[src/sv/hocm_pkg.sv]
`timescale 1ns / 1ps
// ----------------------------------------------------------------------------
// hocm_pkg
// Shared types, constants and saturating helpers for the central moment block.
// ----------------------------------------------------------------------------
package hocm_pkg;

  localparam int MAX_WIDTH_DEF  = 256;
  localparam int MAX_HEIGHT_DEF = 256;
  localparam int FRAC_BITS_DEF  = 16;
  localparam int COORD_W        = 12;
  localparam int IN_DEPTH       = 4;
  localparam int OUT_DEPTH      = 2;

  localparam logic [2:0] CFG_WIDTH  = 3'd0;
  localparam logic [2:0] CFG_HEIGHT = 3'd1;
  localparam logic [2:0] CFG_M00    = 3'd2;
  localparam logic [2:0] CFG_M10    = 3'd3;
  localparam logic [2:0] CFG_M01    = 3'd4;
  localparam logic [2:0] CFG_SHIFT  = 3'd5;

  localparam logic [63:0] SMAX = 64'h7FFF_FFFF_FFFF_FFFF;
  localparam logic [63:0] SMIN = 64'h8000_0000_0000_0000;

  localparam logic [3:0] LAST_INDEX = 4'd10;
  localparam logic [3:0] FIRST_ORDER5 = 4'd5;

  typedef struct packed {
    logic [8:0]  width;
    logic [8:0]  height;
    logic [23:0] m00;
    logic [30:0] m10;
    logic [30:0] m01;
    logic [5:0]  shift;
  } cfg_t;

  typedef struct packed {
    logic [7:0]         pixel;
    logic [COORD_W-1:0] col;
    logic [COORD_W-1:0] row;
    logic               first;
    logic               row_end;
    logic               frame_end;
  } item_t;

  typedef struct packed {
    logic [3:0]  index;
    logic [63:0] raw;
    logic [63:0] norm;
    logic [23:0] cx;
    logic [23:0] cy;
    logic        sat;
    logic        last;
  } res_t;

  typedef struct packed {
    logic        start;
    logic [95:0] a;
    logic [63:0] b;
    logic        neg;
    logic [4:0]  sh;
  } mul_req_t;

  typedef struct packed {
    logic        done;
    logic        sat;
    logic [63:0] val;
  } mul_rsp_t;

  typedef struct packed {
    logic        sat;
    logic [63:0] val;
  } sat64_t;

  function automatic logic [63:0] mag(input logic [63:0] v);
    return v[63] ? (64'd0 - v) : v;
  endfunction

  function automatic sat64_t pack_sat(input logic neg, input logic [63:0] hi,
                                      input logic [63:0] lo);
    sat64_t r;
    if (hi != 64'd0 || lo > (neg ? SMIN : SMAX)) begin
      r.sat = 1'b1;
      r.val = neg ? SMIN : SMAX;
    end else begin
      r.sat = 1'b0;
      r.val = neg ? (64'd0 - lo) : lo;
    end
    return r;
  endfunction

  function automatic sat64_t add_sat(input logic [63:0] a, input logic [63:0] b);
    sat64_t r;
    logic [63:0] s;
    s = a + b;
    if (a[63] == b[63] && s[63] != a[63]) begin
      r.sat = 1'b1;
      r.val = a[63] ? SMIN : SMAX;
    end else begin
      r.sat = 1'b0;
      r.val = s;
    end
    return r;
  endfunction

  // {power of x offset, power of y offset} for each output moment
  function automatic logic [5:0] moment_pq(input logic [3:0] i);
    logic [5:0] r;
    case (i)
      4'd0:    r = {3'd4, 3'd0};
      4'd1:    r = {3'd3, 3'd1};
      4'd2:    r = {3'd2, 3'd2};
      4'd3:    r = {3'd1, 3'd3};
      4'd4:    r = {3'd0, 3'd4};
      4'd5:    r = {3'd5, 3'd0};
      4'd6:    r = {3'd4, 3'd1};
      4'd7:    r = {3'd3, 3'd2};
      4'd8:    r = {3'd2, 3'd3};
      4'd9:    r = {3'd1, 3'd4};
      4'd10:   r = {3'd0, 3'd5};
      default: r = {3'd0, 3'd0};
    endcase
    return r;
  endfunction

endpackage

[src/sv/hocm_front.sv]
`timescale 1ns / 1ps
// ----------------------------------------------------------------------------
// hocm_front
// Configuration registers, pixel intake and raster position tagging.
// ----------------------------------------------------------------------------
module hocm_front import hocm_pkg::*; #(
  parameter int MAX_WIDTH  = MAX_WIDTH_DEF,
  parameter int MAX_HEIGHT = MAX_HEIGHT_DEF
) (
  input  logic        clk,
  input  logic        rst,
  input  logic        cfg_we,
  input  logic [2:0]  cfg_index,
  input  logic [30:0] cfg_data,
  input  logic        push,
  input  logic [7:0]  pixel,
  input  logic        q_full,
  output logic        q_push,
  output item_t       q_data,
  output cfg_t        cfg
);

  localparam int CW = $clog2(MAX_WIDTH);
  localparam int RW = $clog2(MAX_HEIGHT);

  logic [CW-1:0] col;
  logic [RW-1:0] row;
  logic [CW-1:0] last_col;
  logic [RW-1:0] last_row;
  logic [CW-1:0] last_col_next;
  logic [RW-1:0] last_row_next;
  logic [CW-1:0] lc;
  logic [RW-1:0] lr;
  logic          first;
  logic          row_end;
  logic          frame_end;

  always_ff @(posedge clk) begin
    if (rst) begin
      cfg.width  <= 9'd256;
      cfg.height <= 9'd256;
      cfg.m00    <= 24'd1;
      cfg.m10    <= '0;
      cfg.m01    <= '0;
      cfg.shift  <= '0;
    end else if (cfg_we) begin
      case (cfg_index)
        CFG_WIDTH:  cfg.width  <= cfg_data[8:0];
        CFG_HEIGHT: cfg.height <= cfg_data[8:0];
        CFG_M00:    cfg.m00    <= cfg_data[23:0];
        CFG_M10:    cfg.m10    <= cfg_data;
        CFG_M01:    cfg.m01    <= cfg_data;
        CFG_SHIFT:  cfg.shift  <= cfg_data[5:0];
        default: ;
      endcase
    end
  end

  // frame size clamped to the supported range
  always_comb begin
    if (cfg.width == 9'd0) begin
      last_col_next = '0;
    end else if (32'(cfg.width) > MAX_WIDTH) begin
      last_col_next = CW'(MAX_WIDTH - 1);
    end else begin
      last_col_next = CW'(cfg.width - 9'd1);
    end
    if (cfg.height == 9'd0) begin
      last_row_next = '0;
    end else if (32'(cfg.height) > MAX_HEIGHT) begin
      last_row_next = RW'(MAX_HEIGHT - 1);
    end else begin
      last_row_next = RW'(cfg.height - 9'd1);
    end
  end

  assign first     = (col == '0) && (row == '0);
  assign lc        = first ? last_col_next : last_col;
  assign lr        = first ? last_row_next : last_row;
  assign row_end   = (col == lc);
  assign frame_end = row_end && (row == lr);
  assign q_push    = push && !q_full;

  always_comb begin
    q_data.pixel     = pixel;
    q_data.col       = COORD_W'(col);
    q_data.row       = COORD_W'(row);
    q_data.first     = first;
    q_data.row_end   = row_end;
    q_data.frame_end = frame_end;
  end

  always_ff @(posedge clk) begin
    if (rst) begin
      col      <= '0;
      row      <= '0;
      last_col <= '0;
      last_row <= '0;
    end else if (q_push) begin
      if (first) begin
        last_col <= last_col_next;
        last_row <= last_row_next;
      end
      if (row_end) begin
        col <= '0;
        row <= frame_end ? '0 : row + 1'b1;
      end else begin
        col <= col + 1'b1;
      end
    end
  end

endmodule

[config.mk]
export PLATFORM = sky130hd
export DESIGN_NAME = hocm_front
export DESIGN_NICKNAME = d
export VERILOG_FILES = /design/src/sv/hocm_pkg.sv /design/src/sv/hocm_front.sv
export SDC_FILE = /design/constraint.sdc
export NUM_CORES = 1
export LEC_CHECK = 0
export BUFFER_PORTS_ARGS = -buffer_cell sky130_fd_sc_hd__buf_2
export CAP_MARGIN = 20
export CORE_MARGIN = 1.5
export CORE_UTILIZATION = 30
export DETAILED_ROUTE_END_ITERATION = 16
export GPL_TIMING_DRIVEN = 0
export SYNTH_ARGS = -nofsm -noshare
export SYNTH_HDL_FRONTEND = slang
export SYNTH_SLANG_ARGS = --single-unit
[constraint.sdc]
create_clock -name clk -period 9.4 [get_ports clk]
set_clock_uncertainty 0.15 [all_clocks]
set_input_delay 1.41 -clock clk [delete_from_list [all_inputs] [get_ports clk]]
set_output_delay 1.41 -clock clk [all_outputs]
set_load 0.01 [all_outputs]
* Word level (Yosys, flattened, before mapping)
Cells that the tools add are included.
W data, S select, Z words.
** Operators by class
- $lt $le $gt $ge :: 2
- Mux-type cells :: 8
- Reductions and logical operators :: 16
- Add/subtract/negate cells :: 4
- Equality and inequality tests :: 7
** Operators by type and width (number)
- $mux W8 :: 8
- $gt A9 B9 Y1 const B :: 2
- $logic_not A9 Y1 :: 2
- $add A8 B1 Y8 const B :: 2
- $eq A8 B8 Y1 :: 2
- $logic_not A8 Y1 :: 2
- $sub A8 B1 Y8 const B :: 2
- $reduce_and A2 Y1 :: 7
- $eq A3 B2 Y1 const B :: 2
- $eq A3 B3 Y1 const B :: 2
- $eq A3 B1 Y1 const B :: 1
- $logic_and A1 B1 Y1 :: 3
- $logic_not A3 Y1 :: 1
- $logic_not A1 Y1 :: 1
** Storage, ports and cells
- Logic and storage cells :: 47
- Output and inout port bits :: 146
- Flip-flop bits (word level) :: 142
- Bits of input ports :: 47

* Longest topological paths before layout
- Depth after elaboration :: 7
- Depth in mapped cells :: 15
- Gate-level depth less buffers :: 12

* Least setup slack after synthesis
No wires, ideal clock.
- Kind :: register -> output
- Start point :: register cfg[94] in the netlist's numbering
- End point :: output port q_data[0] in the netlist's numbering
- Cell stages (with the launch flop) :: 10
- Arrival :: 2.668 ns
- Required time :: 7.840 ns
- Buffers on the path :: 2
- Slack :: 5.172 ns
- Cell sequence :: dfxtp_1 buf_6 or4_4 or3_4 maj3_2 xnor2_1 o41ai_1 and3_4 and2_1 buf_4
** On the way
- Cells in the longest elaborated chain, start to end :: 6
- Elaborated cells between the ends (all ways) :: 8
- Those cells by class :: add/sub (1); order compare (1); eq/ne (1); mux (3); reduce/logical (2)
** Ends and longest elaborated chain
- start: declaration :: line hocm_front.sv:20 : output cfg_t cfg
- $sub A8 B1 Y8 or $gt A9 B9 Y1 (tied branches) :: line hocm_front.sv:73, hocm_front.sv:70
- $mux W8 :: line hocm_front.sv:70 : end else if (32'(cfg.height) > MAX_HEIGHT) begin
- $mux W8 (*) :: line hocm_front.sv:68 : if (cfg.height == 9'd0) begin
- $mux W8 (*)
- $eq A8 B8 Y1 (*) :: line hocm_front.sv:81 : assign frame_end = row_end && (row == lr);
- $logic_and A1 B1 Y1 (*) :: line hocm_front.sv:81
- end: declaration :: line hocm_front.sv:19 : output item_t q_data,
Mark *: on every way between the ends. The rest lies on a longest branch, timed or not.

* Worst setup path in the final report
- Start point :: register col[0]
- End point :: output port q_data[0] in the netlist's numbering
** On the way
- Cells in the longest elaborated chain, start to end :: 5
- Elaborated cells between the ends (all ways) :: 7
- Those cells by class :: eq/ne (2); mux (2); reduce/logical (3)
** Ends and longest elaborated chain
- start: declaration :: line hocm_front.sv:26 : logic [CW-1:0] col;
- start signal: assignment :: line hocm_front.sv:108 : col <= col + 1'b1;
- $logic_not A8 Y1 :: line hocm_front.sv:77 : assign first = (col == '0) && (row == '0);
- $logic_and A1 B1 Y1 :: line hocm_front.sv:77
- named net first :: line hocm_front.sv:34 : logic first;
- $mux W8
- $eq A8 B8 Y1 :: line hocm_front.sv:80 : assign row_end = (col == lc);
- named net row_end :: line hocm_front.sv:35 : logic row_end;
- $logic_and A1 B1 Y1 :: line hocm_front.sv:81
The timed path passes the listed nets, and every way through them passes these cells.

==> flow_metrics.env <==
export IMPL_syn_inst=820
export IMPL_coreArea_mm2=0.02102
export IMPL_overflow=0
export IMPL_r2r_start="col[0]$_SDFFE_PP0P_"
export IMPL_cts_made_buffers=17
export IMPL_slew_limit_headroom_pct=52.74
export IMPL_grt_max_degree=19
export IMPL_wirelength_mm=20.83
export IMPL_cts_setup_buffers=0
export IMPL_antennaDiodeCount=0
export IMPL_yosysSeqAreaShare_pct=44.35
export IMPL_num_io_pins=193
export IMPL_grtUsageTotal_pct=19.21
export IMPL_die_x_um=149.2
export IMPL_setup_viol=0
export IMPL_first_pass_iters=5
export IMPL_synthDistinctLibCells=70
export IMPL_synth_edf_count=0
export IMPL_htreeDepth=4
export IMPL_hold_violations=0
export IMPL_gp_congestion=0.8307
export IMPL_drv_cap=0
export IMPL_initial_core_util_pct=30.49
export IMPL_cts_tree="built"
export IMPL_hold_path_class="reg -> reg"
export IMPL_holdBufCountCts=0
export IMPL_synth_top_cell_area_share_pct=44.35
export IMPL_hold_start="cfg[17]$_SDFFE_PP0P_"
export IMPL_tns_ps=0
export IMPL_rows=53
export IMPL_post_route_period_util_pct=56.73
export IMPL_clk_path_buf_depth=2
export IMPL_syn_area_per_cell_um2=7.817
export IMPL_area_growth_pct=29.14
export IMPL_nFillCells=2240
export IMPL_cts_sinks=142
export IMPL_p_leak_nw=3.584
export IMPL_hold_depth=2
export IMPL_mostFrequentLayoutCells="229 x nand2_1, 179 x buf_2, 142 x dfxtp_1"
export IMPL_ctsResizeCount=0
export IMPL_async_flop_share_pct=0
export IMPL_status="completed"
export IMPL_synth_top_area_cell="dfxtp_1"
export IMPL_synth_area_top_cells="dfxtp_1 44%, nand2_1 13%, a21oi_1 9.4%"
export IMPL_drive_gt1_share_pct=24.64
export IMPL_r2r_cells=14
export IMPL_dpl_hpwl_mm=15.18
export IMPL_worstSetupStartpointType="register"
export IMPL_fin_ws_ps=4067
export IMPL_io_buffers=176
export IMPL_fin_crit_ps=5333
export IMPL_dp_slack_ps=4524
export IMPL_p_per_area_mw_per_mm2=179.1
export IMPL_slew_violations=0
export IMPL_drtIter0Drc=324
export IMPL_clock_latency_ps=430
export IMPL_vias=6333
export IMPL_crit_path_max_fanout=10
export IMPL_max_freq_ghz=0.1875
export IMPL_final_common_cell="nand2_1"
export IMPL_die_height_um=149.2
export IMPL_rsz0062_at_grt="false"
export IMPL_syn_area_mm2=0.006410
export IMPL_wl_per_cell_um=15.90
export IMPL_worst_slew_pin_slew_ps=708.9
export IMPL_cp_arrival_ps=3770
export IMPL_ys_flop_type="dfxtp_1"
export IMPL_ys_seq_elements=142
export IMPL_nNetsFinal=1077
export IMPL_drc=0
export IMPL_crit_path_end_kind="output pin"
export IMPL_crit_start="col[0]$_SDFFE_PP0P_"
export IMPL_grt_pass1_wl_mm=32.83
export IMPL_root_buffer="clkbuf_16"
export IMPL_synth_warnings=0
export IMPL_grt_pass1_vias=5987
export IMPL_antenna_found_initial=0
export IMPL_path_clk_slew_ps=80
export IMPL_p_total_mw=1.483
export IMPL_route_antenna_remaining_nets=0
export IMPL_die_area_mm2=0.02225
export IMPL_ir_drop_uv=122.6
export IMPL_vias_per_cell=4.834
export IMPL_critPathKind="reg -> out"
export IMPL_cp_required_ps=7840
## sequential cells by signal, summed over array words and instances, names as in the netlist
name	cells
cfg	110
col	8
last_col	8
last_row	8
row	8
## cells in the mapped netlist (8+ instances only)
master      n
nand2_1   229
dfxtp_1   142
a21oi_1   120
nor2_1     49
clkbuf_1   47
buf_4      19
inv_1      19
xor2_1     15
nor3_1     14
nand3_1     9
xnor2_1     9
ha_1        8
mux2i_1     8
nand4_1     8
## critical path, cell delays in order, from the launching register on
cell,delay (ps)
dfxtp_1,330
clkbuf_1,200
inv_1,100
ha_1,130
nor4b_1,270
nand4_1,410
inv_2,190
buf_2,290
a31oi_1,140
nor4b_2,480
nand3_2,220
inv_2,110
buf_6,130
and2_1,130
buf_4,90
buf_2,110
## kinds of logic (layout without fill, tap and decap cells)
logic type	after synthesis	in the layout	share of synthesized area [%]
AO/OA/AOI/OAI	183	183	16.92
XOR/XNOR	24	24	3.279
adder cells (fa/ha/maj)	10	10	1.893
buffers and inverters	94	302	6.910
flip-flops	142	142	44.35
multiplexers	10	10	1.659
other	1	8	0.05850
AND/OR/NAND/NOR	356	356	24.93
## routing by layer
metal | global-route usage [%] | share of wire, % | vias up
met2 | 31.39 | 47 | 194
met4 | 4.703 | 1.3 | 0
li1 | - | - | 3160
met5 | 0 | 0 | -
met3 | 7.768 | 8.0 | 21
met1 | 23.47 | 43 | 2958
## through the flow
step	cells	hold slack (ps)	area [µm²]	utilization (%)
CTS	1310	304.4	8278	39.38
floorplan	827	279.5	6436	-
global placement	1278	288.7	7661	36.44
detailed placement	1278	293.7	7661	36.44
finish	1310	302.9	8278	39.38
global route	1310	315.2	8278	39.38
## path summary, 6_finish.rpt
check / to / slack, ps
worst max-delay path: q_data[0] / 4070
worst min-delay path: cfg[17]$_SDFFE_PP0P_ / 300
worst max register to register: row[0]$_SDFFE_PP0P_ / 5750
worst min register to register: cfg[17]$_SDFFE_PP0P_ / 300
## power breakdown
| part | internal, mW | leakage [nW] | switching [mW] |
|---|---|---|---|
| sequential | 0.618 | 1.15 | 0.0114 |
| combinational | 0.0577 | 2.13 | 0.0945 |
| clock | 0.363 | 0.300 | 0.338 |
## layout make-up
class	instances	area (µm²)	share of cell area [%]
clock inverter	15	191.4	2.313
timing repair buffer	176	880.8	10.64
clock buffer	17	425.4	5.139
tap	275	344.1	4.157
inverter	21	78.83	0.9522
sequential	142	2843	34.34
buffer	73	364.1	4.398
multi-input combinational	591	3151	38.06
(Power assumes the default switching activity.)
