### src/sv/hocm_fifo.sv
`timescale 1ns / 1ps
// ----------------------------------------------------------------------------
// hocm_fifo
// Small register queue with push/full and pop/empty sides.
// ----------------------------------------------------------------------------
module hocm_fifo #(
  parameter int WIDTH = 8,
  parameter int DEPTH = 4
) (
  input  logic             clk,
  input  logic             rst,
  input  logic             push,
  input  logic [WIDTH-1:0] push_data,
  output logic             full,
  input  logic             pop,
  output logic [WIDTH-1:0] pop_data,
  output logic             empty
);

  localparam int AW = (DEPTH > 1) ? $clog2(DEPTH) : 1;
  localparam int CW = $clog2(DEPTH + 1);

  logic [WIDTH-1:0] mem [DEPTH];
  logic [AW-1:0]    wr_ptr;
  logic [AW-1:0]    rd_ptr;
  logic [CW-1:0]    count;
  logic             do_push;
  logic             do_pop;

  assign full     = (count == CW'(DEPTH));
  assign empty    = (count == '0);
  assign do_push  = push && !full;
  assign do_pop   = pop && !empty;
  assign pop_data = mem[rd_ptr];

  always_ff @(posedge clk) begin
    if (do_push) begin
      mem[wr_ptr] <= push_data;
    end
  end

  always_ff @(posedge clk) begin
    if (rst) begin
      wr_ptr <= '0;
      rd_ptr <= '0;
      count  <= '0;
    end else begin
      if (do_push) begin
        wr_ptr <= (wr_ptr == AW'(DEPTH - 1)) ? '0 : wr_ptr + 1'b1;
      end
      if (do_pop) begin
        rd_ptr <= (rd_ptr == AW'(DEPTH - 1)) ? '0 : rd_ptr + 1'b1;
      end
      if (do_push && !do_pop) begin
        count <= count + 1'b1;
      end else if (do_pop && !do_push) begin
        count <= count - 1'b1;
      end
    end
  end

endmodule

### config.mk
export PLATFORM = sky130hd
export DESIGN_NAME = hocm_fifo
export DESIGN_NICKNAME = d
export VERILOG_FILES = /design/src/sv/hocm_fifo.sv
export SDC_FILE = /design/constraint.sdc
export NUM_CORES = 1
export LEC_CHECK = 0
export BUFFER_PORTS_ARGS = -buffer_cell sky130_fd_sc_hd__buf_2
export CELL_PAD_IN_SITES_DETAIL_PLACEMENT = 0
export CELL_PAD_IN_SITES_GLOBAL_PLACEMENT = 1
export CORE_MARGIN = 5
export CORE_UTILIZATION = 35
export DETAILED_ROUTE_END_ITERATION = 7
export GPL_TIMING_DRIVEN = 0
export PLACE_DENSITY = 0.56
export SLEW_MARGIN = 10
export SYNTH_ARGS = -nofsm -noshare
export SYNTH_HDL_FRONTEND = slang
export SYNTH_SLANG_ARGS = --single-unit
### constraint.sdc
create_clock -name clk -period 5.1 [get_ports clk]
set_input_delay 0.765 -clock clk [delete_from_list [all_inputs] [get_ports clk]]
set_output_delay 0.765 -clock clk [all_outputs]
set_load 0.02 [all_outputs]
## Word-level counts from Yosys, hierarchy flattened

Memory sizes are Yosys's and may differ from the RTL's. A register that Yosys moved wholly into a read port is not among the register bits.
Index checks and enable logic that the tools add are counted.

| operators by class | value |
|---|---|
| $add $sub $neg | 4 |
| equal/unequal tests | 3 |
| mux-type cells | 8 |
| reductions and logical operators | 10 |

Operator list:

| operator | count |
|---|---|
| 2-bit 2-to-1 mux | 4 |
| 3-bit 2-to-1 mux | 2 |
| 2-bit by 1-bit adder with 2-bit output (second input constant) | 2 |
| 2-bit == test (second input constant) | 2 |
| 1-bit logical AND | 4 |
| 1-bit logical NOT | 4 |
| 3-bit by 1-bit adder with 3-bit output (second input constant) | 1 |
| 3-bit == test (second input constant) | 1 |
| 3-bit logical NOT | 1 |
| 3-bit by 1-bit subtractor with 3-bit output (second input constant) | 1 |
| 1-bit 2-to-1 mux | 2 |
| 2-bit nonzero test | 1 |

| storage, ports and cells | value |
|---|---|
| flip-flop bits (word level) | 7 |
| bits in writable memories | 32 |
| input port bits | 12 |
| output and inout port bits | 10 |
| logic and storage cells | 29 |
| memories | 1 |

Memory list:

| memory | depth | bits a word | rd ports | clocked after Yosys merged registers in | wr ports | line | source |
|---|---|---|---|---|---|---|---|
| mem | 4 | 8 | 1 | 1 | 1 | 23 | `logic [WIDTH-1:0] mem [DEPTH];` |

## Longest topological paths before layout

Gate-level depths: netlist of run 1.

| depth | value |
|---|---|
| depth after elaboration | 7 |
| gate-level depth with buffers | 10 |
| mapped depth without buffers | 9 |

## Worst setup path after synthesis of run 1

Ideal clock, no wire load.

| timing | value |
|---|---|
| path type | input to register |
| start | input port push |
| end | register count[2] |
| setup time | 70 ps |
| data arrival time | 2198 ps |
| data required time | 5030 ps |
| slack | 2832 ps |
| stages | 8 |
| buffers on the path | 0 |
| path through | inv_1 > nor2_2 > ha_1 > inv_1 > fa_1 > xor2_1 > or3_2 > a21oi_1 |

| on the way | value |
|---|---|
| word-level cells in the longest chain between the ends | 4 |
| elaborated cells between the ends (all ways) | 6 |
| those cells by class | mux (1); reduce/logical (5) |

RTL lines:

| element | line | source |
|---|---|---|
| from (decl) | 12 | `input logic push,` |
| 1-bit logical AND * | 32 | `assign do_push = push && !full;` |
| named net do_push | 27 | `logic do_push;` |
| 1-bit logical NOT | 56 | `end else if (do_pop && !do_push) begin` |
| 1-bit logical AND | 56 |  |
| 2-bit nonzero test (no source line) | - |  |
| to (signal assigned) | 55 | `count <= count + 1'b1;` |
| to (signal assigned) | 57 | `count <= count - 1'b1;` |
| to (decl) | 26 | `logic [CW-1:0] count;` |

The timed path passes the listed nets; every way through them passes the cells marked *.
A chain may end at the register's enable or synchronous reset.

==> load_flow_metrics.sql, run 1 <==
INSERT INTO impl_metrics (metric_group, metric, value, unit) VALUES
('status', 'outcome', 'complete, no violations', ''),
('clock_tree', 'clk_root_buffer_cell', 'sky130_fd_sc_hd__clkbuf_8', ''),
('sta', 'finClkSkew', '0.005337', 'ns'),
('power_and_ir_drop', 'finalPower', '885.9', 'uW'),
('synth', 'post_synthesis_cell_area', '1645', 'sq um'),
('clock_tree', 'cts_tree', 'yes', ''),
('layout', 'final_layout_size_suffix_gt1_share', '37.50', '%'),
('sta', 'worst_slew_pin_slew', '0.5512', 'ns'),
('power_and_ir_drop', 'netSwitchingFraction', '30.67', '%'),
('layout', 'layout.nets', '138', ''),
('routing', 'number_of_vias_in_the_routed_layout', '839', ''),
('floorplanning', 'die_span_in_x', '78.57', 'um'),
('synth', 'synth-seq-cells', '41', ''),
('layout', 'antenna_cells', '0', ''),
('worst_setup_path', 'crit_type', 'reg2out', ''),
('layout', 'regArea', '1141', 'sq um'),
('synth', 'netlist_top_cells_area', 'sky130_fd_sc_hd__edfxtp_1 58%, sky130_fd_sc_hd__dfxtp_1 11%, sky130_fd_sc_hd__mux4_2 11%', ''),
('sta', 'post-route-min-period', '2.370', 'ns'),
('synth', 'ys_dominant_reg_cell', 'sky130_fd_sc_hd__edfxtp_1', ''),
('sta', 'rsz_0062_raised_after_global_routing', 'no', ''),
('layout', 'filler_cell_count', '432', ''),
('power_and_ir_drop', 'p_leak', '0.6984', 'nW'),
('power_and_ir_drop', 'cell_internal_pwr', '614.1', 'uW'),
('placed_design', 'place_congestion', '0.6325', ''),
('synth', 'synth.net_count', '111', ''),
('sta', 'setup_total_negative_slack', '0', 'ns'),
('clock_tree', 'tritoncts_num_sinks', '41', ''),
('job', 'max_cap_violations', '0', ''),
('power_and_ir_drop', 'pwr_dens', '467.6', 'nW/um^2'),
('routing', 'detail_route.first_pass.iterations', '4', ''),
('routing', 'initialDrtViolationCount', '52', ''),
('synth', 'synth_area_leader_cell', 'sky130_fd_sc_hd__edfxtp_1', ''),
('power_and_ir_drop', 'peakVddDrop', '211.0', 'uV'),
('clock_tree', 'post_cts_buffers', '0', ''),
('synth', 'post_synth.cell_area_avg', '17.88', 'sq um'),
('floorplanning', 'die_y', '78.57', 'um'),
('synth', 'yosysUniqueCellTypes', '26', ''),
('floorplanning', 'top_level_pins', '22', ''),
('global_route', 'grt-ovfl-total', '0', ''),
('sta', 'setup_viol', '0', ''),
('clock_tree', 'cts-resized-gates', '0', ''),
('clock_tree', 'clock_insertion_delay_worst_skew', '0.29', 'ns'),
('routing', 'detail_route.vias_per_cell', '4.822', ''),
('min_path', 'hp-class', 'reg2reg', ''),
('sta', 'slew-limit-headroom', '63.25', '%'),
('routing', 'postRouteAntennaNets', '0', ''),
('synth', 'synthArstFlopShare', '0', '%'),
('synth', 'post-synth-top-count-cell', 'sky130_fd_sc_hd__edfxtp_1', ''),
('worst_setup_path', 'worst_setup_path_start_kind', 'register', ''),
('min_path', 'timing.hold.worst_path_depth', '2', ''),
('power_and_ir_drop', 'power.share.clock', '22.3', '%'),
('clock_tree', 'tritoncts.num_buffers', '5', ''),
('sta', 'drv_slew', '0', ''),
('placed_design', 'port_buffers', '20', ''),
('placed_design', 'post-dp-hpwl', '1.891', 'mm'),
('worst_setup_path', 'timing.critical_path.to_type', 'output port', ''),
('placed_design', 'dp_cells', '166', ''),
('layout', 'multi_input_area', '456.7', 'sq um'),
('synth', 'synth_largest_type_area_fraction', '58.40', '%'),
('power_and_ir_drop', 'combinationalPowerShare', '29.0', '%'),
('floorplanning', 'floorplan.initialDensity', '35.54', '%'),
('clock_tree', 'cts_max_path_buffers', '2', ''),
('sta', 'fin_crit_share', '46.47', '%'),
('worst_setup_path', 'r2r.worst_path.cells', '10', ''),
('synth', 'number_of_flops_mapped_to_enable_cells_by_yosys', '32', ''),
('synth', 'ys.warnings.count', '0', ''),
('clock_tree', 'clkTransAtPathRegs', '0.07', 'ns'),
('sta', 'final-hold-violation-count', '0', ''),
('synth', 'synth_top_cells_by_count', '32 x sky130_fd_sc_hd__edfxtp_1, 9 x sky130_fd_sc_hd__dfxtp_1, 8 x sky130_fd_sc_hd__mux4_2', ''),
('worst_setup_path', 'critical_path_peak_fanout', '8', ''),
('synth', 'synth_seq_area_share', '69.35', '%');
-- power by group through the flow --
stage	combinational (mW)	clock [mW]	sequential (mW)
floorplan	0.196	0	0.433
global placement	0.260	0	0.437
detailed placement	0.264	0	0.439
CTS	0.265	0.205	0.432
global route	0.285	0.218	0.437
finish	0.257	0.198	0.431
-- cell type report --
| class | count | share of cell area, % |
|---|---|---|
| Buffer | 4 | 1.255 |
| Clock buffer | 5 | 3.633 |
| Clock inverter | 3 | 0.6605 |
| Inverter | 5 | 1.255 |
| Multi-Input combinational cell | 42 | 24.11 |
| Sequential cell | 41 | 60.24 |
| Tap cell | 54 | 3.567 |
| Timing Repair Buffer | 20 | 5.284 |
-- per-layer routing --
layer	global-route usage, %	vias up	share of wire (%)
met2	16.47	21	50
met1	11.00	407	42
met4	5.245	0	2.3
li1	-	405	-
met3	4.128	6	6.0
met5	0	-	0
-- worst max-delay path: stages, from the launching register on --
cell	delay (ns)
sky130_fd_sc_hd__dfxtp_1	0.32
sky130_fd_sc_hd__buf_1	0.43
sky130_fd_sc_hd__mux4_2	0.39
sky130_fd_sc_hd__buf_2	0.17
-- cells in the final DEF (no fill, tap or decap), types with 3 or more instances in the layout --
master	n
sky130_fd_sc_hd__nor2_1	3
sky130_fd_sc_hd__buf_2	21
sky130_fd_sc_hd__edfxtp_1	32
sky130_fd_sc_hd__ha_1	6
sky130_fd_sc_hd__and3_2	4
sky130_fd_sc_hd__dfxtp_1	9
sky130_fd_sc_hd__a21oi_1	3
sky130_fd_sc_hd__inv_1	4
sky130_fd_sc_hd__mux4_2	8
sky130_fd_sc_hd__clkbuf_8	5
-- worst paths after layout --
check                               start     endpoint
worst min register to register  rd_ptr[0]    rd_ptr[0]
worst max register to register   count[0]     count[2]
worst max-delay path             register  pop_data[1]
worst min-delay path            rd_ptr[0]    rd_ptr[0]
-- through the flow --
stage | util (%) | hold WS [ns] | cell area [sq um] | setup slack [ns]
final | 40.92 | 0.5109 | 1894 | 2.730
after floorplan | - | 0.4634 | 1645 | 2.832
after global placement | 39.16 | 0.4803 | 1813 | 2.590
after global routing | 40.92 | 0.5508 | 1894 | 2.569
after detailed placement | 39.16 | 0.4964 | 1813 | 2.552
after CTS | 40.92 | 0.5116 | 1894 | 2.694
-- flip-flops by register name, indices dropped and copies added, names as in the netlist, named ones only --
| name | cells |
|---|---|
| mem | 32 |
| count | 3 |
| rd_ptr | 2 |
| wr_ptr | 2 |
-- cells by family after synthesis --
family	synth area share, %
AOI/OAI and AO/OA	3.041
muxes	12.17
xor gates and xnor gates	1.065
DFF	69.35
adders and majority gates	5.779
and+or+nand+nor	5.704
buffers and inverters	2.889
(Power assumes the default switching activity.)
==> run 2, diff against run 1 <==
clock period = 2.4 ns   (was 5.1 ns; I/O delays follow)
==> load_flow_metrics.sql, run 2 (same netlist as run 1, synthesis figures left out) <==
INSERT INTO impl_metrics (metric_group, metric, value, unit) VALUES
('layout', 'layout.nets', '139', ''),
('floorplanning', 'die_y', '78.57', 'um'),
('routing', 'detail_route.first_pass.iterations', '4', ''),
('worst_setup_path', 'timing.critical_path.to_type', 'register', ''),
('power_and_ir_drop', 'cell_internal_pwr', '1.318', 'mW'),
('worst_setup_path', 'arrival_time_of_the_worst_setup_path', '2.45', 'ns'),
('worst_setup_path', 'r2r.worst_path.cells', '10', ''),
('routing', 'wl_per_cell', '15.85', 'um'),
('clock_tree', 'clock_insertion_delay_worst_skew', '0.29', 'ns'),
('worst_setup_path', 'timing.critical_path.required', '2.62', 'ns'),
('power_and_ir_drop', 'pwr_dens', '993.4', 'nW/um^2'),
('routing', 'route.detailed.drc', '0', ''),
('routing', 'wl_met3', '155', 'um'),
('sta', 'setup_total_negative_slack', '0', 'ns'),
('power_and_ir_drop', 'combinationalPowerShare', '29.4', '%'),
('sta', 'drv_slew', '0', ''),
('routing', 'detail_route.vias_per_cell', '4.954', ''),
('sta', 'post-route-min-period', '2.234', 'ns'),
('power_and_ir_drop', 'seq_power_share', '48.7', '%'),
('power_and_ir_drop', 'power.share.clock', '22.0', '%'),
('sta', 'fin_crit_share', '93.08', '%'),
('placed_design', 'post-dp-hpwl', '1.891', 'mm'),
('sta', 'rsz_0062_raised_after_global_routing', 'no', ''),
('layout', 'antenna_cells', '0', ''),
('floorplanning', 'row_count', '25', ''),
('clock_tree', 'clkTransAtPathRegs', '0.07', 'ns'),
('power_and_ir_drop', 'netSwitchingFraction', '30.50', '%'),
('sta', 'final-hold-violation-count', '0', ''),
('layout', 'multi_input_area', '459.2', 'sq um'),
('layout', 'layout_top_registers', 'mem: 32 flops, count: 3 flops', ''),
('routing', 'detail_route.wirelength.met1', '1.163', 'mm'),
('clock_tree', 'tritoncts.num_buffers', '5', ''),
('placed_design', 'port_buffers', '20', ''),
('power_and_ir_drop', 'peakVddDrop', '465.4', 'uV'),
('power_and_ir_drop', 'p_leak', '0.7030', 'nW'),
('sta', 'finClkSkew', '0.005814', 'ns'),
('layout', 'layout-area-overhead-vs-synth', '16.05', '%'),
('sta', 'clock.fmax', '447.6', 'MHz'),
('routing', 'drt-total-wl', '2.774', 'mm'),
('placed_design', 'place_congestion', '0.6325', ''),
('clock_tree', 'cts_max_path_buffers', '2', ''),
('status', 'outcome', 'complete, no violations', ''),
('clock_tree', 'clk_root_buffer_cell', 'sky130_fd_sc_hd__clkbuf_8', ''),
('min_path', 'hp-class', 'in2reg', ''),
('sta', 'worst_slew_pin_slew', '0.5615', 'ns'),
('routing', 'postRouteAntennaNets', '0', ''),
('worst_setup_path', 'crit_type', 'reg2reg', ''),
('worst_setup_path', 'critical_path_peak_fanout', '7', ''),
('power_and_ir_drop', 'p_switching', '578.5', 'uW'),
('min_path', 'timing.hold.worst_path_depth', '1', ''),
('floorplanning', 'die_span_in_x', '78.57', 'um'),
('layout', 'largest_register_ffs', '32', ''),
('floorplanning', 'core', '4629', 'sq um'),
('floorplanning', 'die_area', '6172', 'sq um'),
('routing', 'initialDrtViolationCount', '58', ''),
('clock_tree', 'cts_hold_buf', '0', ''),
('floorplanning', 'floorplan.initialDensity', '35.54', '%'),
('layout', 'mostFrequentLayoutCells', '32 x sky130_fd_sc_hd__edfxtp_1, 21 x sky130_fd_sc_hd__buf_2, 8 x sky130_fd_sc_hd__mux4_2, 7 x sky130_fd_sc_hd__dfxtp_1', ''),
('global_route', 'grt_max_degree', '13', ''),
('sta', 'slew-limit-headroom', '62.56', '%'),
('global_route', 'grt_util_all_layers', '10.01', '%'),
('layout', 'final_layout_size_suffix_gt1_share', '40.50', '%'),
('sta', 'hold_slack', '0.2867', 'ns'),
('layout', 'filler_cell_count', '432', ''),
('routing', 'number_of_vias_in_the_routed_layout', '867', ''),
('layout', 'layout_commonest_cell', 'sky130_fd_sc_hd__edfxtp_1', ''),
('routing', 'routed_length_on_met2', '1.393', 'mm'),
('routing', 'maxUsedRoutingLayer', 'met4', ''),
('layout', 'top_register', 'mem', ''),
('global_route', 'grt-ovfl-total', '0', ''),
('clock_tree', 'cts_max_level', '2', ''),
('global_route', 'grt_antenna_before_repair', '0', ''),
('job', 'max_cap_violations', '0', ''),
('global_route', 'first_global_vias', '902', ''),
('worst_setup_path', 'worst_setup_path_start_kind', 'register', ''),
('clock_tree', 'tritoncts_num_sinks', '41', ''),
('floorplanning', 'top_level_pins', '22', ''),
('global_route', 'grt_pass1_wl', '4.512', 'mm'),
('clock_tree', 'cts_tree', 'yes', ''),
('sta', 'setup_viol', '0', ''),
('layout', 'regArea', '1146', 'sq um');
-- run 2: cell count changes in the layout (fill, tap and decap cells not counted) --
cell and delta:
sky130_fd_sc_hd__dfxtp_4 +1, sky130_fd_sc_hd__ha_2 +1, sky130_fd_sc_hd__dfxtp_1 -2, sky130_fd_sc_hd__ha_1 -1, sky130_fd_sc_hd__dfxtp_2 +1, sky130_fd_sc_hd__buf_4 +1
-- run 2: final cells by class --
type,instances,share of cell area (%)
flip-flops and latches,41,60.03
multi-input cells,42,24.05
repair buffers,21,5.636
clock buffers,5,3.604
well taps,54,3.539
plain buffers,4,1.245
inverters,5,1.245
clock inverters,3,0.6553
-- run 2: metal layers --
| metal | global-route usage, % | vias to the layer above |
|---|---|---|
| met2 | 16.47 | 23 |
| met1 | 11.00 | 433 |
| met3 | 4.128 | 6 |
| li1 | - | 405 |
| met5 | 0 | - |
| met4 | 5.245 | 0 |
-- run 2: what timing repair did --
action,4_1_cts,5_1_grt
setup buffers,0,1
setup endpoints to repair,0,1
gates resized for setup,0,4
endpoints found under the hold margin,0,0
-- run 2: path summary, 6_finish.rpt --
| check | from | endpoint | slack [ns] |
|---|---|---|---|
| setup / recovery | count[2] | count[2] | 0.17 |
| hold / removal | push_data[7] | mem[1][7] | 0.29 |
| hold reg to reg | rd_ptr[0] | rd_ptr[0] | 0.51 |
| setup reg to reg | count[2] | count[2] | 0.17 |
-- run 2: power groups by stage --
stage               sequential [mW]  clock, mW  combinational (mW)
floorplan                     0.920          0               0.416
global route                  0.936      0.464               0.617
global placement              0.928          0               0.552
finish                        0.923      0.417               0.557
CTS                           0.917      0.435               0.564
detailed placement            0.934          0               0.561
-- run 2: metrics by stage --
stage	power, mW	utilization (%)	setup WS [ns]	cell area [sq um]	instances
6_report	1.897	41.24	0.1661	1909	175
5_1_grt	2.016	41.24	0.005847	1909	175
4_1_cts	1.916	40.92	0.05196	1894	174
3_5_place_dp	1.494	39.16	0.08148	1813	166
3_3_place_gp	1.480	39.16	0.1131	1813	166
2_1_floorplan	1.336	-	0.2061	1645	92
-- run 2: worst max-delay path, cell delays in order, from the launching register on --
cell	delay, ns
sky130_fd_sc_hd__dfxtp_1	0.36
sky130_fd_sc_hd__or3b_1	0.19
sky130_fd_sc_hd__buf_6	0.12
sky130_fd_sc_hd__clkinv_4	0.05
sky130_fd_sc_hd__nor2_2	0.13
sky130_fd_sc_hd__ha_2	0.20
sky130_fd_sc_hd__inv_1	0.05
sky130_fd_sc_hd__fa_1	0.37
sky130_fd_sc_hd__xor2_1	0.16
sky130_fd_sc_hd__or3_2	0.40
sky130_fd_sc_hd__a21oi_1	0.14
